===== src/hdl/bca_pkg.sv =====
// Shared types, constants and helpers for the bucketize conditional accumulator.
package bca_pkg;

    localparam int DEF_MAX_BINS      = 16;
    localparam int DEF_MAX_FEATURES  = 2;
    localparam int DEF_COMBINED_BINS = 256;

    localparam int CFG_IDX_W  = 3;
    localparam int CFG_DATA_W = 5;
    localparam int FUNC_W     = 2;
    localparam int SLOT_W     = 8;
    localparam int VAL_W      = 32;
    localparam int WGT_W      = 16;
    localparam int DENS_W     = 48;
    localparam int SUM_W      = 64;
    localparam int ERR_W      = 63;
    localparam int MUL_A_W    = 34;
    localparam int MUL_B_W    = 18;
    localparam int MUL_P_W    = MUL_A_W + MUL_B_W;

    localparam logic [FUNC_W-1:0] FUNC_LOAD    = 2'd0;
    localparam logic [FUNC_W-1:0] FUNC_ACCUM   = 2'd1;
    localparam logic [FUNC_W-1:0] FUNC_RD_DENS = 2'd2;
    localparam logic [FUNC_W-1:0] FUNC_RD_BIN  = 2'd3;

    localparam logic [1:0] KIND_NUM = 2'd0;

    localparam logic [SLOT_W-1:0] CLEAR_SLOT = 8'd255;

    localparam logic [DENS_W-1:0] DENS_MAX = {DENS_W{1'b1}};
    localparam logic [ERR_W-1:0]  ERR_MAX  = {ERR_W{1'b1}};

    typedef enum logic [CFG_IDX_W-1:0] {
        REG_FEATURE_COUNT = 3'd0,
        REG_KIND_FIRST    = 3'd1,
        REG_KIND_SECOND   = 3'd2,
        REG_BINS_FIRST    = 3'd3,
        REG_BINS_SECOND   = 3'd4,
        REG_CONST_FIRST   = 3'd5,
        REG_CONST_SECOND  = 3'd6,
        REG_TASK_MODE     = 3'd7
    } t_reg_idx;

    typedef struct packed {
        logic [1:0] feature_count;
        logic [1:0] kind_first;
        logic [1:0] kind_second;
        logic [4:0] bins_first;
        logic [4:0] bins_second;
        logic       constant_first;
        logic       constant_second;
        logic       task_mode;
    } t_cfg;

    function automatic logic signed [SUM_W-1:0] sat_add64(
        input logic signed [SUM_W-1:0] a,
        input logic signed [SUM_W-1:0] b
    );
        logic signed [SUM_W:0] s;
        s = (SUM_W+1)'(a) + (SUM_W+1)'(b);
        if (s[SUM_W] != s[SUM_W-1]) begin
            return s[SUM_W] ? {1'b1, {(SUM_W-1){1'b0}}} : {1'b0, {(SUM_W-1){1'b1}}};
        end
        return s[SUM_W-1:0];
    endfunction

endpackage


===== src/hdl/bca_cfg.sv =====
// Configuration register file.
module bca_cfg (
    input  logic                              i_clk,
    input  logic                              i_rst_n,
    input  logic                              i_cfg_valid,
    output logic                              o_cfg_ready,
    input  logic [bca_pkg::CFG_IDX_W-1:0]     i_cfg_index,
    input  logic [bca_pkg::CFG_DATA_W-1:0]    i_cfg_data,
    output bca_pkg::t_cfg                     o_cfg
);

    bca_pkg::t_cfg r_cfg;

    assign o_cfg_ready = 1'b1;
    assign o_cfg       = r_cfg;

    always_ff @(posedge i_clk) begin
        if (!i_rst_n) begin
            r_cfg.feature_count   <= 2'd1;
            r_cfg.kind_first      <= 2'd0;
            r_cfg.kind_second     <= 2'd0;
            r_cfg.bins_first      <= 5'd2;
            r_cfg.bins_second     <= 5'd2;
            r_cfg.constant_first  <= 1'b0;
            r_cfg.constant_second <= 1'b0;
            r_cfg.task_mode       <= 1'b0;
        end else if (i_cfg_valid) begin
            unique case (bca_pkg::t_reg_idx'(i_cfg_index))
                bca_pkg::REG_FEATURE_COUNT: r_cfg.feature_count   <= i_cfg_data[1:0];
                bca_pkg::REG_KIND_FIRST:    r_cfg.kind_first      <= i_cfg_data[1:0];
                bca_pkg::REG_KIND_SECOND:   r_cfg.kind_second     <= i_cfg_data[1:0];
                bca_pkg::REG_BINS_FIRST:    r_cfg.bins_first      <= i_cfg_data;
                bca_pkg::REG_BINS_SECOND:   r_cfg.bins_second     <= i_cfg_data;
                bca_pkg::REG_CONST_FIRST:   r_cfg.constant_first  <= i_cfg_data[0];
                bca_pkg::REG_CONST_SECOND:  r_cfg.constant_second <= i_cfg_data[0];
                bca_pkg::REG_TASK_MODE:     r_cfg.task_mode       <= i_cfg_data[0];
                default: ;
            endcase
        end
    end

endmodule


===== config.mk =====
export PLATFORM = sky130hd
export DESIGN_NAME = bca_cfg
export DESIGN_NICKNAME = d
export VERILOG_FILES = /design/src/hdl/bca_pkg.sv /design/src/hdl/bca_cfg.sv
export SDC_FILE = /design/constraint.sdc
export NUM_CORES = 1
export LEC_CHECK = 0
export BUFFER_PORTS_ARGS = -buffer_cell sky130_fd_sc_hd__buf_2
export CAP_MARGIN = 30
export CORE_ASPECT_RATIO = 0.6
export CORE_UTILIZATION = 30
export DETAILED_ROUTE_END_ITERATION = 10
export PLACE_DENSITY = 0.54
export SLEW_MARGIN = 0
export SYNTH_ARGS = -nofsm -noshare
export SYNTH_HDL_FRONTEND = slang
export SYNTH_SLANG_ARGS = --single-unit
export TNS_END_PERCENT = 1

===== constraint.sdc =====
create_clock -name i_clk -period 1.5 [get_ports i_clk]
set_clock_uncertainty 0.1 [all_clocks]
set_input_delay 0.075 -clock i_clk [delete_from_list [all_inputs] [get_ports i_clk]]
set_output_delay 0.075 -clock i_clk [all_outputs]
set_load 0.05 [all_outputs]

# ---- After elaboration in Yosys (flattened, before gate mapping)
# Index checks and enable logic that the tools add are counted.
dict set report classes {
  eq_ne 7
  reduce_logical 9
}
# operator n
set op_table {}
lappend op_table {{$reduce_and 2->1} 8}
lappend op_table {{$eq 3x3->1 const B} 4}
lappend op_table {{$eq 3x2->1 const B} 2}
lappend op_table {{$eq 3x1->1 const B} 1}
lappend op_table {{$logic_not 3->1} 1}
dict set report word_totals {
  regBits 19
  in_bits 11
  out_inout_bits 20
  wordCells 24
}

# ---- Longest topological paths before layout
# Gate-level depths: netlist of the first run.
dict set report logic_depth {
  word_depth 2
  depth_mapped 4
  depth_no_buf 2
}

# ---- Least setup slack after synthesis of the first run
# OpenSTA, ideal clock, no wires.
dict set report synth_path {
  path_kind {reg-to-reg}
  start {register, netlist name o_cfg[0]}
  end {register r_cfg, in the netlist o_cfg[0]}
  setup_ps 72
  t_arrival_ps 813
  t_required_ps 1328
  setup_slack_ps 515
  stages_incl_launch_ff 3
  path_buffers 0
  synth_period_minus_slack_ps 985
  path_cell_list {dfxtp_1 > nand2_1 > mux2i_1}
}
# item line_no
set synth_lines {}
lappend synth_lines {{end, declared} bca_cfg.sv:12} ;# bca_pkg::t_cfg r_cfg;

# ---- Worst setup path in the final report of the first run
dict set report layout_path {
  start {register r_cfg, in the netlist o_cfg[3]}
  end {output port o_cfg[3] (netlist name)}
}
# item line_no
set layout_lines {}
lappend layout_lines {{end, declared} bca_cfg.sv:9} ;# output bca_pkg::t_cfg o_cfg
# No word-level cell between the ends.

==> summary.txt, run 1 <==
STA
  • Max Fclk: 939 MHz
  • Final Max Slew Viols: 0
  • Hold violation total from the final report: 0
  • Final worst setup slack: 435 ps
  • Setup TNS: 0 ps
  • Final setup fails: 0
  • Final Critical Period: 1070 ps
  • Period Utilization, post-route: 71.0%
  • RSZ-0062 raised after global routing: false

Power
  • Leak: 0.483 nW
  • Maximum VDD drop: 0.321 mV
  • Pwr dens: 978 mW/mm2

Setup path
  • Critical path's largest stage delay: 360 ps
  • Worst R2R End: o_cfg[3]
  • WP data arrival: 890 ps
  • Reg2Reg Launch Point: o_cfg[3]
  • Required @ worst endpoint: 1320 ps
  • Crit start category: flop
  • Worst R2R Path Depth: 2
  • Worst setup EP type: primary output
  • Levels on crit path: 1
  • Crit-path max FO: 2
  • CP bufs+invs: 1
  • Worst R2R Setup Slack: 780 ps
  • Critical-path cell list: buf_2
  • WS Path Type: reg -> out
  • CP Capture Point: o_cfg[3]
  • Crit-path slowest cell: dfxtp_1
  • Top delay family on crit path: flip-flops
  • Worst setup path start: o_cfg[3]

Logic synthesis
  • Gate Count Post-Synth: 79
  • Cell Area, Synth: 801 um2
  • Yosys Warn Count: 0
  • Flops & latches, synth: 19
  • Area leader, netlist: dfxtp_1
  • Area contributors post-synth: dfxtp_1, mux2i_1, nand2_1
  • Synth Area per Inst: 10.1 um2
  • Seq/Total Area, Yosys: 47.5%
  • Netlist cell types: 14
  • Share of the synthesized area in the top cell type: 47.5%
  • Syn Nets: 90

GRT
  • Total track usage: 12.5%
  • Vias in the first global route: 575
  • Initial antenna violation count: 0
  • Largest net degree at the start of global routing: 18
  • Grt ovf: 0
  • First-pass GRT wire length: 2.62 mm

Drt
  • Vias: 636
  • # DRC: 0
  • 1st-iter DRT viols: 17
  • Post-DR wirelength/cell: 12.1 um
  • DRT antenna net count: 0
  • Vias/cell: 4.51
  • First-pass DRT Iterations: 3
  • Routed Wire Length: 1.70 mm

Floorplan
  • Top-Level Pins: 31
  • Initial Utilization: 31.7%
  • Die height: 42.0 um
  • Row cnt: 14
  • Die width: 68.7 um
  • Area of the core: 0.00252 mm2
  • Die ar.: 0.00289 mm2

Run
  • Max_cap viols: 0

Cells and area
  • ANT cells: 0
  • Commonest cells after routing, fill and taps aside: buf_2, nand2_1, mux2i_1, dfxtp_1, nor2b_1
  • Post-route cell area: 0.00103 mm2
  • Most common cell after layout, fill and taps aside: buf_2
  • NumNets Final: 121
  • Share of cells above drive strength 1: 33.9%
  • Fin cells: 141
  • Area delta synth->final: 28.4%
  • Max FFs per register: 19

Clock network
  • Root buffer cell: clkbuf_8
  • H-Tree Level Count: 1
  • Cts repair resizes: 0
  • TritonCTS Sinks: 19
  • Clk pin slew, worst setup/hold paths: 70 ps
  • Clock Path Buffers: 2
  • Worst-Skew Late Latency: 250 ps
  • Total CTS buffers: 3
  • CTS tree: yes

Place
  • Pre-CTS WS: 341 ps
  • Placed cell count: 135
  • DP Area: 962 um2
  • Dpl hpwl: 1.23 mm
  • Gpl congestion: 0.717
  • Port Buf Inserts: 29

Run status
  • Status: complete, no violations

Min path
  • Min-Delay Path Class: in -> reg
==> tightest hold or removal path: stages <==
cell	delay (ps)
buf_2	100
nand2_1	70
mux2i_1	70
==> cells in the mapped netlist, drive strengths merged <==
master	instances
buf	5
nor2b	5
mux2i	19
clkbuf	1
nand4	1
and4b	1
conb	1
nand2	21
nor4b	1
nand4bb	1
and4bb	2
nand4b	2
dfxtp	19
==> layer usage <==
| metal | vias to the layer above | GRT usage [%] | wire [um] |
|---|---|---|---|
| met4 | 0 | 1.22 | 0 |
| met5 | - | 0 | 0 |
| met3 | 0 | 6.52 | 120 |
| met1 | 289 | 17.9 | 914 |
| li1 | 326 | - | - |
| met2 | 21 | 17.3 | 665 |
==> through the flow <==
| step | hold slack [ps] | utilization, % | total power [mW] |
|---|---|---|---|
| after floorplan | 137 | - | 0.622 |
| after global placement | 252 | 38.1 | 0.659 |
| after detailed placement | 259 | 38.1 | 0.662 |
| after CTS | 2.63 | 40.8 | 1.02 |
| after global routing | 19.5 | 40.8 | 1.05 |
| final | 8.78 | 40.8 | 1.01 |
==> power breakdown <==
part	switching (mW)	internal [mW]	total (mW)
clock network	0.168	0.184	0.353
registers	0.00526	0.515	0.521
logic	0.0903	0.0426	0.133
==> worst min-delay path by stage <==
stage / start / to / slack, ps / cells past startpoint
after global placement: i_cfg_data[2] / o_cfg[5] / 250 / 3
after detailed placement: i_cfg_data[3] / o_cfg[6] / 260 / 3
after floorplan: i_cfg_data[2] / o_cfg[5] / 140 / 2
after CTS: i_cfg_data[4] / o_cfg[12] / 3 / 3
final: i_cfg_data[4] / o_cfg[12] / 9 / 3
after global routing: i_cfg_data[4] / o_cfg[12] / 20 / 3
==> layout make-up <==
cell class	instances	area [um2]
fill	259	1490
multi-input combinational	54	389
sequential	19	380
timing repair buffer	32	173
clock buffer	3	41.3
tap	32	40.0
clock inverter	1	5.00
==> logic make-up after synthesis <==
kind of cell           share of synthesized area [%]
and+or+nand+nor                                 24.4
buffers and inverters                           3.91
DFF                                             47.5
muxes                                           23.7
other                                          0.468
==> what timing repair did <==
action                                  4_1_cts  5_1_grt
endpoints found under the setup margin        0        0
endpoints found under the hold margin         4        0
hold buffers                                  2        0
setup buffers                                 0        0
(Power assumes the default switching activity.)
==> run 2, diff against run 1 <==
--- a/config.mk
+++ b/config.mk
@@ -5,12 +5,13 @@
 export SDC_FILE = /design/constraint.sdc
 export NUM_CORES = 1
 export LEC_CHECK = 0
+export ABC_AREA = 1
 export BUFFER_PORTS_ARGS = -buffer_cell sky130_fd_sc_hd__buf_2
 export CAP_MARGIN = 30
 export CORE_ASPECT_RATIO = 0.6
 export CORE_UTILIZATION = 30
 export DETAILED_ROUTE_END_ITERATION = 10
-export PLACE_DENSITY = 0.54
+export PLACE_DENSITY = 0.55
 export SLEW_MARGIN = 0
 export SYNTH_ARGS = -nofsm -noshare
 export SYNTH_HDL_FRONTEND = slang
==> constraint.sdc (replaced) <==
create_clock -name i_clk -period 0.9 [get_ports i_clk]
set_clock_uncertainty 0.1 [all_clocks]
set_input_delay 0.045 -clock i_clk [delete_from_list [all_inputs] [get_ports i_clk]]
set_output_delay 0.045 -clock i_clk [all_outputs]
set_load 0.05 [all_outputs]
==> summary.txt, run 2 <==
Place
  • Port Buf Inserts: 29 (unchanged)
  • Gpl congestion: 0.791 (was 0.717)
  • Dpl hpwl: 1.56 mm (was 1.23 mm)

Logic synthesis
  • Synth Area in Simple Gates: 44.3% (was 24.4%)
  • Post-Synth XOR/XNOR Area: 0% (unchanged)
  • Cell Area, Synth: 836 um2 (was 801 um2)
  • Flops & latches, synth: 19 (unchanged)
  • Gate Count Post-Synth: 124 (was 79)
  • Synth Area in Compound Gates: 2.40% (was 0%)
  • Area contributors post-synth: dfxtp_1, nor2_1, nand2_1 (was dfxtp_1, mux2i_1, nand2_1)
  • Post-synth EDFFs: 0 (unchanged)
  • Largest family of logic cells by synthesized area: simple AND/OR/NAND/NOR gates (unchanged)
  • Area leader, netlist: dfxtp_1 (unchanged)
  • Synth Area per Inst: 6.74 um2 (was 10.1 um2)
  • Top-count cell post-synth: nor2_1 (was nand2_1)
  • Share of the synthesized area in the top cell type: 45.5% (was 47.5%)
  • Synth cell count leaders: nor2_1, nand2_1, dfxtp_1 (was nand2_1, dfxtp_1, mux2i_1)
  • Post-synthesis mux area share: 0% (was 23.8%)
  • Seq/Total Area, Yosys: 45.5% (was 47.5%)
  • Synth Area in Adders: 0% (unchanged)
  • Netlist cell types: 13 (was 14)
  • Asr flop ratio synth: 0% (unchanged)
  • Syn Nets: 135 (was 90)
  • Most used flip-flop cell after synthesis: dfxtp_1 (unchanged)
  • Yosys Warn Count: 0 (unchanged)

Setup path
  • Crit-path max FO: 2 (unchanged)
  • Levels on crit path: 1 (unchanged)
  • CP bufs+invs: 1 (unchanged)
  • Crit-path slowest cell: dfxtp_2 (was dfxtp_1)
  • Top delay family on crit path: flip-flops (unchanged)
  • Worst setup EP type: primary output (unchanged)
  • Worst R2R Path Depth: 2 (unchanged)
  • Critical path's largest stage delay: 360 ps (about the same)
  • WS Path Type: reg -> out (unchanged)
  • Required @ worst endpoint: 750 ps (was 1320 ps)
  • Critical-path cell list: buf_8 (was buf_2)
  • Crit start category: flop (unchanged)
  • WP data arrival: 770 ps (was 890 ps)

GRT
  • Vias in the first global route: 742 (was 575)
  • Initial antenna violation count: 0 (unchanged)
  • First-pass GRT wire length: 3.49 mm (was 2.62 mm)
  • Total track usage: 15.6% (was 12.5%)
  • Largest net degree at the start of global routing: 20 (was 18)
  • Grt ovf: 0 (unchanged)

Drt
  • 1st-iter DRT viols: 52 (was 17)
  • Routed Wire Length: 2.08 mm (was 1.70 mm)
  • # DRC: 0 (unchanged)
  • Post-DR wirelength/cell: 10.9 um (was 12.1 um)
  • Vias/cell: 4.46 (was 4.51)
  • DRT antenna net count: 0 (unchanged)
  • Vias: 852 (was 636)
  • First-pass DRT Iterations: 4 (was 3)

Clock network
  • Clock Path Buffers: 2 (unchanged)
  • H-Tree Level Count: 1 (unchanged)
  • TritonCTS Sinks: 19 (unchanged)
  • Clk pin slew, worst setup/hold paths: 80 ps (was 70 ps)
  • Root buffer cell: clkbuf_8 (unchanged)
  • CTS tree: yes (unchanged)
  • Total CTS buffers: 3 (unchanged)
  • Worst-Skew Late Latency: 250 ps (about the same)
  • Post-CTS Setup Inserts: 0 (unchanged)

Cells and area
  • Seq. cell area: 404 um2 (was 380 um2)
  • ANT cells: 0 (unchanged)
  • Post-layout util: 49.8% (was 40.8%)
  • Commonest cells after routing, fill and taps aside: nor2_1, nand2_1, dfxtp_2 (was buf_2, nand2_1, mux2i_1, dfxtp_1, nor2b_1)
  • # fillers: 258 (was 259)
  • Share of cells above drive strength 1: 37.7% (was 33.9%)
  • NumNets Final: 171 (was 121)
  • Area delta synth->final: 53.3% (was 28.4%)
  • Max FFs per register: 19 (unchanged)
  • Multi-input combinational cell area: 394 um2 (was 389 um2)
  • Most common cell after layout, fill and taps aside: nor2_1 (was buf_2)

STA
  • Final setup fails: 5 (was 0)
  • Final Critical Period: 917 ps
  • Max Fclk: 1090 MHz
  • Period Utilization, post-route: 102%
  • Final Max Slew Viols: 0 (unchanged)
  • Setup TNS: -31.4 ps (was 0 ps)
  • Hold Slack: 23.1 ps (was 8.78 ps)
  • RSZ-0062 raised after global routing: true (was false)
  • Final worst setup slack: -16.9 ps (was 435 ps)
  • Hold violation total from the final report: 0 (unchanged)

Run status
  • Violated checks: negative setup slack
  • Status: complete, but fails checks (was complete, no violations)

Floorplan
  • Initial Utilization: 32.5% (was 31.7%)
  • Top-Level Pins: 31 (unchanged)
  • Row cnt: 14 (unchanged)
  • Area of the core: 0.00257 mm2 (was 0.00252 mm2)
  • Die width: 70.1 um (was 68.7 um)
  • Die height: 42.9 um (was 42.0 um)
  • Die ar.: 0.00301 mm2 (was 0.00289 mm2)

Power
  • Pint: 1.33 mW (was 742 uW)
  • Comb power frac: 20.6% (was 13.2%)
  • Leak: 0.599 nW (was 0.483 nW)
  • Sequential share of power: 47.3% (was 51.7%)
  • Clk pwr share: 32.1% (was 35.1%)
  • Sw Pwr: 572 uW (was 264 uW)
  • Maximum VDD drop: 0.852 mV (was 0.321 mV)
  • Switch share: 30.1% (was 26.2%)
  • Pwr dens: 1480 mW/mm2 (was 978 mW/mm2)

Min path
  • Min-Delay Path Class: in -> reg (unchanged)
  • Hold depth: 5 (was 3)

Run
  • Max_cap viols: 0 (unchanged)
-- run 2: what timing repair did --
action / CTS / global route
endpoints found under the setup margin: 19 / 19
resized for setup: 60 / 9
endpoints found under the hold margin: 3 / 0
hold buffers: 2 / 0
-- run 2: worst paths after layout --
kind	start	endpoint	slack (ps)
worst max register to register	o_cfg[1]	o_cfg[1]	190
worst max-delay path	o_cfg[18]	o_cfg[18]	-20
worst min register to register	o_cfg[9]	o_cfg[9]	390
worst min-delay path	i_cfg_data[2]	o_cfg[5]	20
-- run 2: metrics by stage --
step                setup WS [ps]  std cells  power [mW]  instance area [um2]
finish                      -16.9        191        1.90                 1280
global placement             21.1        185        1.23                 1020
detailed placement           14.9        185        1.24                 1020
CTS                         -20.4        191        1.90                 1250
global route                -46.6        191        2.00                 1280
floorplan                    -100        124        1.15                  837
-- run 2: area by class of cell --
class,count,share of cell area (%)
Timing Repair Buffer,34,27.7
Sequential cell,19,31.5
Clock inverter,1,0.391
Clock buffer,3,3.22
Tap cell,32,3.12
Multi-Input combinational cell,91,30.8
Inverter,11,3.22
-- run 2: worst register-to-register path: stages, from the launching register on --
cell     delay, ps
dfxtp_2        340
a21oi_1        110
nor2_1          60
-- run 2: logic make-up after synthesis --
kind of cell,after synthesis
AOI/OAI and AO/OA,4
buffers and inverters,14
DFF,19
other,1
and+or+nand+nor,86
-- run 2: power groups by stage --
| stage | combinational (mW) | sequential (mW) | clock, mW |
|---|---|---|---|
| 2_1_floorplan | 0.139 | 1.01 | 0 |
| 3_3_place_gp | 0.331 | 0.903 | 0 |
| 3_5_place_dp | 0.333 | 0.903 | 0 |
| 4_1_cts | 0.381 | 0.897 | 0.622 |
| 5_1_grt | 0.423 | 0.903 | 0.673 |
| 6_report | 0.391 | 0.899 | 0.609 |
-- run 2: routing by layer --
metal  vias up  wire length [um]  part of all wire (%)  global-route usage [%]
li1        453                 -                     -                       -
met1       374              1080                    52                    21.3
met2        23               831                    40                    20.8
met3         2               160                   7.7                    7.60
met4         0                10                  0.48                    6.00
met5         -                 0                     0                       0
==> run 3, diff against run 2 <==
--- a/config.mk
+++ b/config.mk
@@ -11,6 +11,7 @@
 export CORE_ASPECT_RATIO = 0.6
 export CORE_UTILIZATION = 30
 export DETAILED_ROUTE_END_ITERATION = 10
+export HOLD_SLACK_MARGIN = 0.05
 export PLACE_DENSITY = 0.55
 export SLEW_MARGIN = 0
 export SYNTH_ARGS = -nofsm -noshare
==> summary.txt, run 3 (synthesized netlist as in run 2, its figures left out) <==
Drt
  • Vias/cell: 4.45 (was 4.46)
  • DRT antenna net count: 0 (unchanged)
  • 1st-iter DRT viols: 45 (was 52)
  • Vias: 863 (was 852)
  • Post-DR wirelength/cell: 10.7 um (was 10.9 um)
  • First-pass DRT Iterations: 4 (unchanged)
  • Routed Wire Length: 2.08 mm (about the same)
  • # DRC: 0 (unchanged)

Setup path
  • WP data arrival: 770 ps (about the same)
  • Top delay family on crit path: flip-flops (unchanged)
  • Required @ worst endpoint: 750 ps (about the same)
  • Worst setup EP type: primary output (unchanged)
  • WS Path Type: reg -> out (unchanged)
  • Crit-path max FO: 2 (unchanged)
  • Crit-path slowest cell: dfxtp_2 (unchanged)
  • Critical-path cell list: buf_8 (unchanged)
  • CP bufs+invs: 1 (unchanged)
  • Critical path's largest stage delay: 360 ps (about the same)
  • Crit start category: flop (unchanged)

Clock network
  • Total CTS buffers: 3 (unchanged)
  • Clock Path Buffers: 2 (unchanged)
  • Clk pin slew, worst setup/hold paths: 80 ps (about the same)
  • CTS tree: yes (unchanged)
  • H-Tree Level Count: 1 (unchanged)
  • Root buffer cell: clkbuf_8 (unchanged)
  • Worst-Skew Late Latency: 250 ps (about the same)
  • TritonCTS Sinks: 19 (unchanged)

STA
  • Hold Slack: 51.6 ps (was 23.1 ps)
  • Hold violation total from the final report: 0 (unchanged)
  • RSZ-0062 raised after global routing: true (unchanged)
  • Final Max Slew Viols: 0 (unchanged)
  • Max Fclk: 1090 MHz (about the same)
  • Final worst setup slack: -16.8 ps (was -16.9 ps)
  • Final Critical Period: 917 ps (about the same)
  • Final setup fails: 5 (unchanged)
  • Period Utilization, post-route: 102% (about the same)

Power
  • Leak: 0.608 nW (was 0.599 nW)
  • Total power: 1.91 mW (was 1.90 mW)
  • Comb power frac: 21.1% (was 20.6%)
  • Pint: 1.34 mW (was 1.33 mW)
  • Sw Pwr: 574 uW (was 572 uW)
  • Sequential share of power: 47.1% (was 47.3%)
  • Clk pwr share: 31.9% (was 32.1%)
  • Pwr dens: 1460 mW/mm2 (was 1480 mW/mm2)
  • Switch share: 30.1% (about the same)
  • Maximum VDD drop: 0.853 mV (was 0.852 mV)

Place
  • Dpl hpwl: 1.56 mm (unchanged)
  • Port Buf Inserts: 29 (unchanged)
  • DP Area: 0.00102 mm2 (unchanged)
  • Gpl congestion: 0.791 (unchanged)

GRT
  • Vias in the first global route: 748 (was 742)
  • Grt ovf: 0 (unchanged)
  • Initial antenna violation count: 0 (unchanged)
  • First-pass GRT wire length: 3.51 mm (was 3.49 mm)
  • Total track usage: 15.7% (was 15.6%)
  • Largest net degree at the start of global routing: 20 (unchanged)

Run
  • Max_cap viols: 0 (unchanged)

Floorplan
  • Top-Level Pins: 31 (unchanged)
  • Die height: 42.9 um (unchanged)
  • Initial Utilization: 32.5% (unchanged)
  • Row cnt: 14 (unchanged)
  • Area of the core: 0.00257 mm2 (unchanged)
  • Die ar.: 0.00301 mm2 (unchanged)
  • Die width: 70.1 um (unchanged)

Cells and area
  • Commonest cells after routing, fill and taps aside: nor2_1, nand2_1, dfxtp_2 (unchanged)
  • Post-route cell area: 0.00131 mm2 (was 0.00128 mm2)
  • NumNets Final: 174 (was 171)
  • Share of cells above drive strength 1: 38.9% (was 37.7%)
  • Most common cell after layout, fill and taps aside: nor2_1 (unchanged)
  • Max FFs per register: 19 (unchanged)
  • Area delta synth->final: 56.9% (was 53.3%)
  • ANT cells: 0 (unchanged)
  • Post-layout util: 50.9% (was 49.8%)

Min path
  • Min-Delay Path Class: in -> reg (unchanged)

Run status
  • Violated checks: negative setup slack (unchanged)
  • Status: complete, but fails checks (unchanged)
[run 3: changes by cell type in the layout (fill, tap and decap cells not counted), sizes merged]
cell / before / now
dlygate4sd3: 2 / 5
[run 3: layer usage]
layer	vias to the layer above	wire length, um	track usage [%]
li1	459	-	-
met1	375	1060	21.1
met2	27	838	21.2
met3	2	166	7.60
met4	0	10	6.00
met5	-	0	0
[run 3: final cells by class]
class / instances / area [um2]
Clock buffer: 3 / 41.3
Clock inverter: 1 / 5.00
Fill cell: 256 / 1260
Inverter: 11 / 41.3
Multi-Input combinational cell: 91 / 394
Sequential cell: 19 / 404
Tap cell: 32 / 40.0
Timing Repair Buffer: 37 / 385
[run 3: stage by stage]
stage               TNS [ps]  setup WS, ps  instances
floorplan              -1040          -100        124
global placement           0          21.1        185
detailed placement         0          14.9        185
CTS                    -71.3         -20.4        194
global route            -553         -46.6        194
finish                 -31.1         -16.8        194
[run 3: what timing repair did]
item                       CTS  global route
hold endpoints to repair     9             0
pin swaps                    0             0
cloned                       0             0
hold buffers                 5             0
setup buffers                0             0
gates resized for setup     60            12
setup endpoints to repair   19            25
[run 3: final timing paths]
| kind | startpoint | endpoint | slack [ps] | depth (start not counted) |
|---|---|---|---|---|
| setup / recovery | o_cfg[18] | o_cfg[18] | -20 | 1 |
| hold / removal | i_rst_n | o_cfg[9] | 50 | 2 |
| setup reg to reg | o_cfg[1] | o_cfg[1] | 190 | 2 |
| hold reg to reg | o_cfg[9] | o_cfg[9] | 390 | 2 |
[run 3: power by group through the flow]
stage	Sequential, mW	Combinational [mW]	Clock (mW)
after floorplan	1.01	0.139	0
after global routing	0.903	0.435	0.673
after global placement	0.903	0.331	0
after detailed placement	0.903	0.333	0
final	0.899	0.403	0.609
after CTS	0.897	0.390	0.622
